<file path="config.mk">
export PLATFORM = sky130hd
export DESIGN_NAME = integer_execute_unit
export DESIGN_NICKNAME = d
export VERILOG_FILES = /design/src/ieu_pkg.sv /design/src/ieu_ctrl.sv /design/src/ieu_datapath.sv /design/src/integer_execute_unit.sv
export SDC_FILE = /design/constraint.sdc
export NUM_CORES = 2
export LEC_CHECK = 0
export BUFFER_PORTS_ARGS = -buffer_cell sky130_fd_sc_hd__buf_2
export CAP_MARGIN = 20
export CORE_MARGIN = 3
export CORE_UTILIZATION = 25
export CTS_BUF_LIST = sky130_fd_sc_hd__clkbuf_8
export DETAILED_ROUTE_END_ITERATION = 8
export HOLD_SLACK_MARGIN = 0.08
export PLACE_DENSITY = 0.48
export SYNTH_ARGS = -nofsm -noshare
export SYNTH_HDL_FRONTEND = slang
export SYNTH_SLANG_ARGS = --single-unit
export TNS_END_PERCENT = 30
</file>
<file path="constraint.sdc">
create_clock -name clock -period 18.7 [get_ports clock]
set_input_delay 0 -clock clock [delete_from_list [all_inputs] [get_ports clock]]
set_output_delay 0 -clock clock [all_outputs]
set_load 0.005 [all_outputs]
</file>
<file path="src/ieu_pkg.sv">
// Package: shared types, operation codes and controller commands for the integer execute unit.
`timescale 1ns / 1ps
`default_nettype none
package ieu_pkg;
   typedef struct packed {
      logic [4:0]         func;
      logic [3:0]         dest_index;
      logic [3:0]         src_index;
      logic               use_immediate;
      logic signed [31:0] immediate;
   } req_type;

   typedef struct packed {
      logic signed [31:0] write_value;
      logic               wrote_register;
      logic               jump_taken;
      logic [31:0]        jump_target;
      logic               error_code;
   } rsp_type;

   localparam logic [4:0] OP_MOV = 5'd0, OP_LEA = 5'd1, OP_EQ = 5'd2, OP_NE = 5'd3,
      OP_GT = 5'd4, OP_GE = 5'd5, OP_LT = 5'd6, OP_LE = 5'd7, OP_NOT = 5'd8,
      OP_AND = 5'd9, OP_OR = 5'd10, OP_XOR = 5'd11, OP_BNOT = 5'd12, OP_SHL = 5'd13,
      OP_ADD = 5'd14, OP_SUB = 5'd15, OP_MUL = 5'd16, OP_DIV = 5'd17, OP_MOD = 5'd18,
      OP_NEG = 5'd19, OP_ABS = 5'd20, OP_MIN = 5'd21, OP_MAX = 5'd22,
      OP_TOBOOL = 5'd23, OP_JMP = 5'd24, OP_JT = 5'd25, OP_JF = 5'd26;

   // commands from controller to datapath
   typedef struct packed {
      logic load;       // capture request, read operands
      logic exec;       // compute single-cycle result into output register
      logic div_start;  // start iterative divider
      logic div_step;   // one divider iteration
      logic div_finish; // form divide/mod result into output register
   } cmd_type;

   // status from datapath to controller
   typedef struct packed {
      logic is_div;     // captured op is div/mod with nonzero divisor
      logic div_last;   // divider on its final iteration
   } sts_type;
endpackage
`default_nettype wire

</file>
<file path="src/ieu_ctrl.sv">
// Controller: sequences one request through operand read, execute or divide, and output.
`timescale 1ns / 1ps
`default_nettype none
module ieu_ctrl (
   input  wire logic             clock,
   input  wire logic             reset,
   input  wire logic             req_valid,
   output logic                  req_stall,
   output logic                  rsp_valid,
   input  wire logic             rsp_stall,
   input  wire ieu_pkg::sts_type sts,
   output ieu_pkg::cmd_type      cmd
);
   import ieu_pkg::*;

   localparam logic [1:0] ST_IDLE = 2'd0, ST_EXEC = 2'd1, ST_DIV = 2'd2, ST_OUT = 2'd3;

   logic [1:0] state_ff, state_in;
   logic       accept;

   // take a request in idle, or while the finished result is being taken
   assign req_stall = !((state_ff == ST_IDLE) || (state_ff == ST_OUT && !rsp_stall));
   assign accept    = req_valid && !req_stall;
   assign rsp_valid = (state_ff == ST_OUT);

   always_comb begin
      cmd = '0;
      cmd.load = accept;
      state_in = state_ff;
      case (state_ff)
         ST_IDLE: if (accept) state_in = ST_EXEC;
         ST_EXEC: begin
            if (sts.is_div) begin
               cmd.div_start = 1'b1;
               state_in = ST_DIV;
            end else begin
               cmd.exec = 1'b1;
               state_in = ST_OUT;
            end
         end
         ST_DIV: begin
            cmd.div_step = 1'b1;
            if (sts.div_last) begin
               cmd.div_finish = 1'b1;
               state_in = ST_OUT;
            end
         end
         ST_OUT: begin
            if (!rsp_stall) state_in = accept ? ST_EXEC : ST_IDLE;
         end
         default: state_in = ST_IDLE;
      endcase
   end

   always_ff @(posedge clock) begin
      if (reset) state_ff <= ST_IDLE;
      else state_ff <= state_in;
   end

`ifndef NO_ASSERTIONS
   a_div_only_from_exec: assert property (@(posedge clock) disable iff (reset)
      cmd.div_start |=> state_ff == ST_DIV) else $error("divider start lost");
   a_out_holds: assert property (@(posedge clock) disable iff (reset)
      rsp_valid && rsp_stall |=> rsp_valid) else $error("result dropped under stall");
   a_no_accept_busy: assert property (@(posedge clock) disable iff (reset)
      (state_ff == ST_EXEC || state_ff == ST_DIV) |-> req_stall)
      else $error("request accepted while busy");
`endif
endmodule
`default_nettype wire

</file>
<file path="src/ieu_datapath.sv">
// Datapath: register file, single-cycle ALU, radix-2 divider and output register.
`timescale 1ns / 1ps
`default_nettype none
module ieu_datapath #(
   parameter int NUM_REGS = 16
) (
   input  wire logic             clock,
   input  wire logic             reset,
   input  wire ieu_pkg::req_type req_data,
   input  wire ieu_pkg::cmd_type cmd,
   output ieu_pkg::sts_type      sts,
   output ieu_pkg::rsp_type      rsp_data
);
   import ieu_pkg::*;

   localparam int IW = (NUM_REGS > 1) ? $clog2(NUM_REGS) : 1;

   // fold a 4-bit index into the register count by repeated subtraction
   function automatic logic [IW-1:0] reduce_index(logic [3:0] idx);
      logic [6:0] v;
      v = {3'b000, idx};
      for (int k = 0; k < 16; k++) begin
         if (v >= 7'(NUM_REGS)) v = v - 7'(NUM_REGS);
      end
      return v[IW-1:0];
   endfunction

   logic [31:0] regs_ff [NUM_REGS];
   logic [4:0]  func_ff;
   logic [IW-1:0] di_ff;
   logic        use_imm_ff;
   logic [31:0] imm_ff, a_ff, r2_ff;
   rsp_type     rsp_ff;
   logic [IW-1:0] di_in, si_in;

   // reduce indices modulo the register count
   assign di_in = reduce_index(req_data.dest_index);
   assign si_in = reduce_index(req_data.src_index);

   // capture request and operands
   always_ff @(posedge clock) begin
      if (cmd.load) begin
         func_ff    <= req_data.func;
         di_ff      <= di_in;
         use_imm_ff <= req_data.use_immediate;
         imm_ff     <= req_data.immediate;
         a_ff       <= regs_ff[di_in];
         r2_ff      <= regs_ff[si_in];
      end
   end

   logic [31:0] b;
   logic signed [31:0] sa, sb;
   assign b  = use_imm_ff ? imm_ff : r2_ff;
   assign sa = a_ff;
   assign sb = b;

   // divider: unsigned restoring on magnitudes, one quotient bit per cycle
   logic [31:0] quo_ff, quo_in, rem_ff, rem_in, dvs_ff, dvs_in;
   logic [4:0]  cnt_ff, cnt_in;
   logic        qneg_ff, qneg_in, rneg_ff, rneg_in;
   logic [32:0] trial;

   assign sts.is_div   = (func_ff == OP_DIV || func_ff == OP_MOD) && (b != 32'd0);
   assign sts.div_last = (cnt_ff == 5'd31);
   assign trial        = {rem_ff, quo_ff[31]} - {1'b0, dvs_ff};

   always_comb begin
      quo_in = quo_ff; rem_in = rem_ff; dvs_in = dvs_ff; cnt_in = cnt_ff;
      qneg_in = qneg_ff; rneg_in = rneg_ff;
      if (cmd.div_start) begin
         quo_in  = a_ff[31] ? 32'd0 - a_ff : a_ff;
         dvs_in  = b[31] ? 32'd0 - b : b;
         rem_in  = '0;
         cnt_in  = '0;
         qneg_in = a_ff[31] ^ b[31];
         rneg_in = a_ff[31];
      end else if (cmd.div_step) begin
         if (!trial[32]) begin
            rem_in = trial[31:0];
            quo_in = {quo_ff[30:0], 1'b1};
         end else begin
            rem_in = {rem_ff[30:0], quo_ff[31]};
            quo_in = {quo_ff[30:0], 1'b0};
         end
         cnt_in = cnt_ff + 5'd1;
      end
   end

   always_ff @(posedge clock) begin
      quo_ff <= quo_in; rem_ff <= rem_in; dvs_ff <= dvs_in; cnt_ff <= cnt_in;
      qneg_ff <= qneg_in; rneg_ff <= rneg_in;
   end

   // single-cycle result
   logic [31:0] res, mag, tgt;
   logic        wr, jmp, err;
   always_comb begin
      res = '0; wr = 1'b1; jmp = 1'b0; tgt = '0; err = 1'b0;
      mag = b[31] ? 32'd0 - b : b;
      case (func_ff)
         OP_MOV:    res = b;
         OP_LEA:    res = use_imm_ff ? r2_ff + imm_ff : r2_ff;
         OP_EQ:     res = {31'd0, sa == sb};
         OP_NE:     res = {31'd0, sa != sb};
         OP_GT:     res = {31'd0, sa > sb};
         OP_GE:     res = {31'd0, sa >= sb};
         OP_LT:     res = {31'd0, sa < sb};
         OP_LE:     res = {31'd0, sa <= sb};
         OP_NOT:    res = ~a_ff;
         OP_AND:    res = a_ff & b;
         OP_OR:     res = a_ff | b;
         OP_XOR:    res = a_ff ^ b;
         OP_BNOT:   res = {31'd0, a_ff == 32'd0};
         OP_SHL: begin
            if (mag >= 32'd32) res = '0;
            else if (sb > 0) res = a_ff << mag[4:0];
            else res = a_ff >> mag[4:0];
         end
         OP_ADD:    res = a_ff + b;
         OP_SUB:    res = a_ff - b;
         OP_MUL:    res = a_ff * b;
         OP_DIV, OP_MOD: begin
            wr = 1'b0; err = 1'b1;
         end
         OP_NEG:    res = 32'd0 - a_ff;
         OP_ABS:    res = a_ff[31] ? 32'd0 - a_ff : a_ff;
         OP_MIN:    res = (sa < sb) ? a_ff : b;
         OP_MAX:    res = (sa > sb) ? a_ff : b;
         OP_TOBOOL: res = {31'd0, a_ff != 32'd0};
         OP_JMP: begin
            wr = 1'b0; jmp = 1'b1; tgt = use_imm_ff ? imm_ff : a_ff;
         end
         OP_JT, OP_JF: begin
            wr = 1'b0;
            jmp = (func_ff == OP_JT) ? (a_ff != 32'd0) : (a_ff == 32'd0);
            tgt = jmp ? b : 32'd0;
         end
         default:   wr = 1'b0;
      endcase
   end

   // load output register and write back
   always_ff @(posedge clock) begin
      if (reset) begin
         for (int i = 0; i < NUM_REGS; i++) regs_ff[i] <= '0;
      end else if (cmd.exec) begin
         if (wr) regs_ff[di_ff] <= res;
      end else if (cmd.div_finish) begin
         regs_ff[di_ff] <= (func_ff == OP_DIV) ? (qneg_ff ? 32'd0 - quo_in : quo_in)
                                               : (rneg_ff ? 32'd0 - rem_in : rem_in);
      end
   end

   always_ff @(posedge clock) begin
      if (cmd.exec) begin
         rsp_ff.write_value    <= wr ? res : 32'd0;
         rsp_ff.wrote_register <= wr;
         rsp_ff.jump_taken     <= jmp;
         rsp_ff.jump_target    <= tgt;
         rsp_ff.error_code     <= err;
      end else if (cmd.div_finish) begin
         rsp_ff.write_value    <= (func_ff == OP_DIV) ? (qneg_ff ? 32'd0 - quo_in : quo_in)
                                                      : (rneg_ff ? 32'd0 - rem_in : rem_in);
         rsp_ff.wrote_register <= 1'b1;
         rsp_ff.jump_taken     <= 1'b0;
         rsp_ff.jump_target    <= '0;
         rsp_ff.error_code     <= 1'b0;
      end
   end

   assign rsp_data = rsp_ff;
endmodule
`default_nettype wire

</file>
<file path="src/integer_execute_unit.sv">
// Top level: integer execute unit with register file and iterative divider.
//  channel | direction | handshake             | payload
//  req_    | in        | req_valid/req_stall   | req_data (ieu_pkg::req_type)
//  rsp_    | out       | rsp_valid/rsp_stall   | rsp_data (ieu_pkg::rsp_type)
// Most requests pass through operand read and execute; a new one is taken as
// the result leaves. Divide and modulo with nonzero divisor instead run 32
// iterations of the one-bit restoring divider. Synchronous reset clears the
// register file to zero and puts the controller back in idle.
// A stalled result holds in the output register; the next request waits.
`timescale 1ns / 1ps
`default_nettype none
module integer_execute_unit #(
   parameter int NUM_REGS = 16
) (
   input  wire logic             clock,
   input  wire logic             reset,
   input  wire logic             req_valid,
   output logic                  req_stall,
   input  wire ieu_pkg::req_type req_data,
   output logic                  rsp_valid,
   input  wire logic             rsp_stall,
   output ieu_pkg::rsp_type      rsp_data
);
   import ieu_pkg::*;

   cmd_type cmd;
   sts_type sts;

   ieu_ctrl u_ctrl (
      .clock(clock), .reset(reset), .req_valid(req_valid), .req_stall(req_stall),
      .rsp_valid(rsp_valid), .rsp_stall(rsp_stall), .sts(sts), .cmd(cmd)
   );

   ieu_datapath #(.NUM_REGS(NUM_REGS)) u_datapath (
      .clock(clock), .reset(reset), .req_data(req_data), .cmd(cmd),
      .sts(sts), .rsp_data(rsp_data)
   );
endmodule
`default_nettype wire
</file>
== After elaboration in Yosys (flattened, before gate mapping) ==
Memories as Yosys holds them, arrays and structs flattened. A register that Yosys moved wholly into a read port is not among the register bits.
Index checks and enable logic that the tools add are counted.
Cells by class
  multipliers: 1
  equality and inequality tests: 35
  magnitude comparators: 6
  reduce and logical (&&, ||, !) cells: 18
  bitwise operators: 6
  add/subtract/negate cells: 9
  shift operators: 2
  muxes and demuxes: 53
Operators with widths (count)
  $pmux W32 S22: 1
  $mux W32: 21
  $mux W67: 2
  $sub A1 B32 Y32 const A: 4
  $add A32 B32 Y32: 2
  $pmux W32 S2: 1
  $reduce_bool A32 Y1: 2
  $eq A5 B5 Y1 const B: 12
  $eq A5 B4 Y1 const B: 8
  $sub A33 B32 Y33: 1
  $and A32 B32 Y32: 1
  $eq A32 B32 Y1: 1
  $ge A32 B32 Y1: 1
  $ge A32 B6 Y1 const B: 1
  $gt A32 B1 Y1 const B: 1
  $gt A32 B32 Y1: 1
  $le A32 B32 Y1: 1
  $logic_not A32 Y1: 1
  $lt A32 B32 Y1: 1
  $mul A32 B32 Y32: 1
  $ne A32 B32 Y1: 1
  $not A32 Y32: 1
  $or A32 B32 Y32: 1
  $reduce_or A32 Y1: 1
  other kinds (28): 62
Word-level totals
  logic and storage cells: 147
  memories: 1
  register bits after elaboration: 214
  output and inout bits: 69
  memory bits (writable): 512
Memories
  u_datapath.regs_ff: depth 16, width 32, rd ports 2, clocked after memory_dff 2, write ports 16, line ieu_datapath.sv:28  | logic [31:0] regs_ff [NUM_REGS];

== Depth between registers and ports, before layout ==
  depth in word-level cells: 11
  gate-level depth with buffers: 42
  depth with buffers taken out: 33

== By module ==
From an unflattened synthesis, not the netlist that was laid out.
Second synthesis, totals
  cell total of the unflattened synthesis: 6986
  area, all modules: 70211.1 um^2
Modules (own cells, without submodules)
  ieu_datapath: sequential area each 22972.0 um^2, cells each 6960, area each 69959.6 um^2, times used 1
  ieu_ctrl: sequential area each 40.0 um^2, cells each 26, area each 251.5 um^2, times used 1

== Worst setup path after synthesis ==
OpenSTA, ideal clock, no wires.
  path kind: register to register
  start: reg u_datapath.use_imm_ff
  end: mem u_datapath.regs_ff[3][25], data pin
  data required time: 18.431 ns
  arrival: 9.106 ns
  cell stages (with the launch flop): 37
  period minus slack after synthesis: 9.375 ns
  setup slack: 9.325 ns
  library setup time: 0.269 ns
  cell sequence: edfxtp_1 > buf_4 > buf_6 > buf_6 > buf_2 > buf_2 > buf_2 > buf_1 > buf_2 > a21oi_1 > clkbuf_1 > nor2_1 > fa_1 > inv_1 > fa_1 > fa_1 > fa_1 > inv_1 > fa_1 > ha_1 > fa_1 > fa_1 > ha_1 > clkbuf_1 > a21o_1 > a21o_1 > o311a_1 > a211oi_1 > nor2b_1 > a21oi_1 > xnor2_1 > a211o_1 > a2111oi_0 > nand2_1 > o21ai_1 > buf_2 > nor2_1
RTL lines
  start, declared: line ieu_datapath.sv:31  | logic use_imm_ff;
  start signal, assigned: line ieu_datapath.sv:45  | use_imm_ff <= req_data.use_immediate;
  end, declared: line ieu_datapath.sv:28

==> results.tsv <==
stage	metric	value	unit
outcome	run_status	finished, violations left	
outcome	violations_in_the_final_reports	slew limit	
worst_setup_path	worst_ep_required_time	19.24	ns
clock_tree	cts_tree	done	
worst_setup_path	setup.worst_path.class	reg2reg	
clock_tree	numCtsBuffers	145	
placed_design	dpl.hpwl	248	mm
worst_setup_path	worst_path_max_delay_cell	sky130_fd_sc_hd__clkinv_1	
synth	synth_fp_nets	7869	
run	drv.max_cap_violation_count	0	
synth	postSynthAreaPerCell	9.91	um2
global_route	track_usage	24.1	%
timing	finalClockSkew	0.164	ns
synth	synthCells	7112	
clock_tree	clock_insertion_delay_worst_skew	0.94	ns
routing	total_via_count_after_detailed_routing	62000	
timing	setup_violations	0	
synth	ys_warn_count	0	
worst_setup_path	critPathLaunchType	register	
floorplanning	design.die.area	288000	um2
clock_tree	htree_num_levels	4	
timing	maxSlewViolCount	5	
floorplanning	row_count	194	
worst_setup_path	critical_path.max_fanout	76	
clock_tree	worst_setup_hold_path_clk_slew	0.06	ns
timing	unrepaired_setup_endpoints_after_global_routing	no	
synth	synth.ff_latch_count	790	
routing	viasPerCell	5.63	
cells_and_area	layout_common_cells	sky130_fd_sc_hd__nor2_1, sky130_fd_sc_hd__edfxtp_1, sky130_fd_sc_hd__inv_1	
routing	detail-route-antenna-nets	0	
routing	drt_pre_antenna_iters	8	
global_route	antenna_found_initial	31	
clock_tree	ctsResizeCount	0	
worst_setup_path	critical_path.reg2reg.endpoint	u_datapath.regs_ff[7][29]	
routing	initial_drc_count	8385	
global_route	number_of_global_route_vias_before_repair	61000	
cells_and_area	nNetsFinal	7931	
floorplanning	start_util	25.2	%
worst_setup_path	crit_family	adder cells	
worst_setup_path	slowest_stage_delay_on_critical_path	0.91	ns
worst_setup_path	crit_end	u_datapath.regs_ff[7][29]	
timing	worst_hold_slack	0.244	ns
worst_setup_path	startpoint	u_datapath.use_imm_ff	
worst_setup_path	worst-r2r-cell-count	31	
routing	detail_route.drc_violations	0	
floorplanning	chip_width	537	um
worst_setup_path	cp_num_cells	31	
clock_tree	post_cts.repair.setup_buffers	0	
worst_hold_path	hold_wc_path_type	in2reg	
clock_tree	cts-root-buf	sky130_fd_sc_hd__clkbuf_8	
clock_tree	cts-root-to-sink-buffers	4	
cells_and_area	fraction_of_layout_cells_with_a_size_suffix_above_1	14.5	%
worst_setup_path	setup.worst_path.end_class	register	
timing	period_minus_slack	11.26	ns
timing	timing.fmax	0.0888	GHz
synth	ys.flop_type	sky130_fd_sc_hd__edfxtp_1	
synth	synthesis.area	70500	um2
cells_and_area	syn_to_final_growth	12.7	%
clock_tree	clkSinkCount	790	
timing	fin_crit_sh	60.2	%
timing	hold_violations	0	
placed_design	globalplace.congestion	1.05	
timing	totalNegativeSetupSlack	0	ns
synth	number_of_flops_mapped_to_enable_cells_by_yosys	719	
global_route	wire_length_of_the_first_global_routing_pass	489	mm
synth	synth_sequential_area_ratio	32.6	%
global_route	maximum_number_of_pins_on_one_net_before_global_route_repair	77	
synth	ys_types	110	
global_route	overflow	0	
placed_design	buffer_ports.inserted	118	
floorplanning	core	280000	um2
worst_setup_path	worst_ep_arrival_time	11.80	ns
routing	total_detailed_routing_wirelength	357	mm
routing	avgRoutedWirePerCell	32.4	um
synth	async_flop_share	0	%
clock_tree	post_cts_hold_buffers	86	
worst_setup_path	critical_path_buf_inv_count	8	
timing	max-slew-margin-rel	-3.77	%
timing	worst_margin_pin_slew	1.56	ns
worst_setup_path	worstReg2RegStart	u_datapath.use_imm_ff	
worst_setup_path	critPathMostFrequentCell	sky130_fd_sc_hd__fa_1	
worst_setup_path	reg2reg_setup_slack	7.44	ns
floorplanning	die_h	537	um
floorplanning	num_io_pins	119	
cells_and_area	most_common_cell_after_layout_fill_and_taps_aside	sky130_fd_sc_hd__nor2_1	
through the flow:
step / instances / area, um2 / setup slack [ns] / utilization [%]
detailed placement: 10700 / 75900 / 7.74 / 27.1
finish: 11000 / 79500 / 7.44 / 28.4
global placement: 10700 / 75800 / 7.88 / 27.1
global route: 11000 / 79500 / 6.95 / 28.4
floorplan: 7112 / 70500 / 9.32 / -
CTS: 11000 / 79400 / 7.59 / 28.3
state kept, by name, indices dropped and copies added (netlist names), 2 cells and up:
signal / count
u_datapath.regs_ff: 512
u_datapath.rsp_data: 67
u_ctrl.state_ff: 2
u_datapath.di_ff: 4
u_datapath.dvs_ff: 32
u_datapath.cnt_ff: 5
u_datapath.quo_ff: 32
u_datapath.a_ff: 32
u_datapath.imm_ff: 32
u_datapath.func_ff: 5
u_datapath.r2_ff: 32
u_datapath.rem_ff: 32
synth_stat cells, types with 50 or more instances:
cell type,instances,area (um2)
sky130_fd_sc_hd__o211ai_1,61,458
sky130_fd_sc_hd__a211oi_1,68,510
sky130_fd_sc_hd__clkbuf_1,409,1540
sky130_fd_sc_hd__nand2b_1,52,325
sky130_fd_sc_hd__dfxtp_1,71,1420
sky130_fd_sc_hd__a21o_1,73,548
sky130_fd_sc_hd__edfxtp_1,719,21600
sky130_fd_sc_hd__o21ai_0,336,1680
sky130_fd_sc_hd__a22oi_1,60,450
sky130_fd_sc_hd__ha_1,295,3690
sky130_fd_sc_hd__buf_2,52,260
sky130_fd_sc_hd__xor2_1,53,464
sky130_fd_sc_hd__nand2_1,573,2150
sky130_fd_sc_hd__or3_1,62,388
sky130_fd_sc_hd__nand3_1,81,405
sky130_fd_sc_hd__fa_1,412,8250
sky130_fd_sc_hd__mux4_2,346,7790
sky130_fd_sc_hd__buf_1,63,236
sky130_fd_sc_hd__a31oi_1,50,313
sky130_fd_sc_hd__mux2i_1,159,1590
sky130_fd_sc_hd__inv_1,547,2050
sky130_fd_sc_hd__a21oi_1,297,1490
sky130_fd_sc_hd__nor3_1,89,445
sky130_fd_sc_hd__nor2_1,1177,4420
sky130_fd_sc_hd__xnor2_1,198,1730
cells by family after synthesis:
| family | synth area share (%) |
|---|---|
| buffers and inverters | 6.20 |
| muxes | 13.6 |
| adders and majority gates | 16.9 |
| xor gates and xnor gates | 3.12 |
| AOI/OAI and AO/OA | 13.1 |
| and+or+nand+nor | 14.4 |
| DFF | 32.6 |
tightest hold or removal path, cell delays in order:
cell                            delay, ns
sky130_fd_sc_hd__buf_2               0.16
sky130_fd_sc_hd__a221oi_1            0.14
sky130_fd_sc_hd__nor2_1              0.09
sky130_fd_sc_hd__a311oi_1            0.05
sky130_fd_sc_hd__dlygate4sd3_1       0.55
layout make-up:
class,count,area (um2)
repair buffers,457,3400
clock buffers,152,2090
well taps,3724,4660
fillers,29500,201000
flip-flops and latches,790,23000
clock inverters,90,554
diodes,22,55.1
inverters,579,2180
multi-input cells,5201,43500
worst min-delay path by stage:
stage	depth (start not counted)	slack, ns	to	from
after floorplan	0	0.1	u_datapath.di_ff[0]	req_data[37]
after global placement	1	0.18	u_datapath.imm_ff[19]	req_data[19]
after detailed placement	1	0.18	u_datapath.func_ff[0]	req_data[41]
after CTS	5	0.18	u_ctrl.state_ff[0]	rsp_stall
after global routing	3	0.23	u_datapath.r2_ff[8]	req_data[35]
final	5	0.24	u_ctrl.state_ff[0]	rsp_stall
routing by layer:
metal / vias to the layer above / routed length [um] / GRT usage, %
li1: 25500 / - / -
met1: 31800 / 137000 / 30.1
met2: 3659 / 159000 / 37.5
met3: 994 / 32100 / 4.88
met4: 20 / 29000 / 16.3
met5: - / 134 / 0
Power is left out: the tool's default activity adds up to more than one toggle a clock period on the data nets, which glitch-free logic cannot reach.
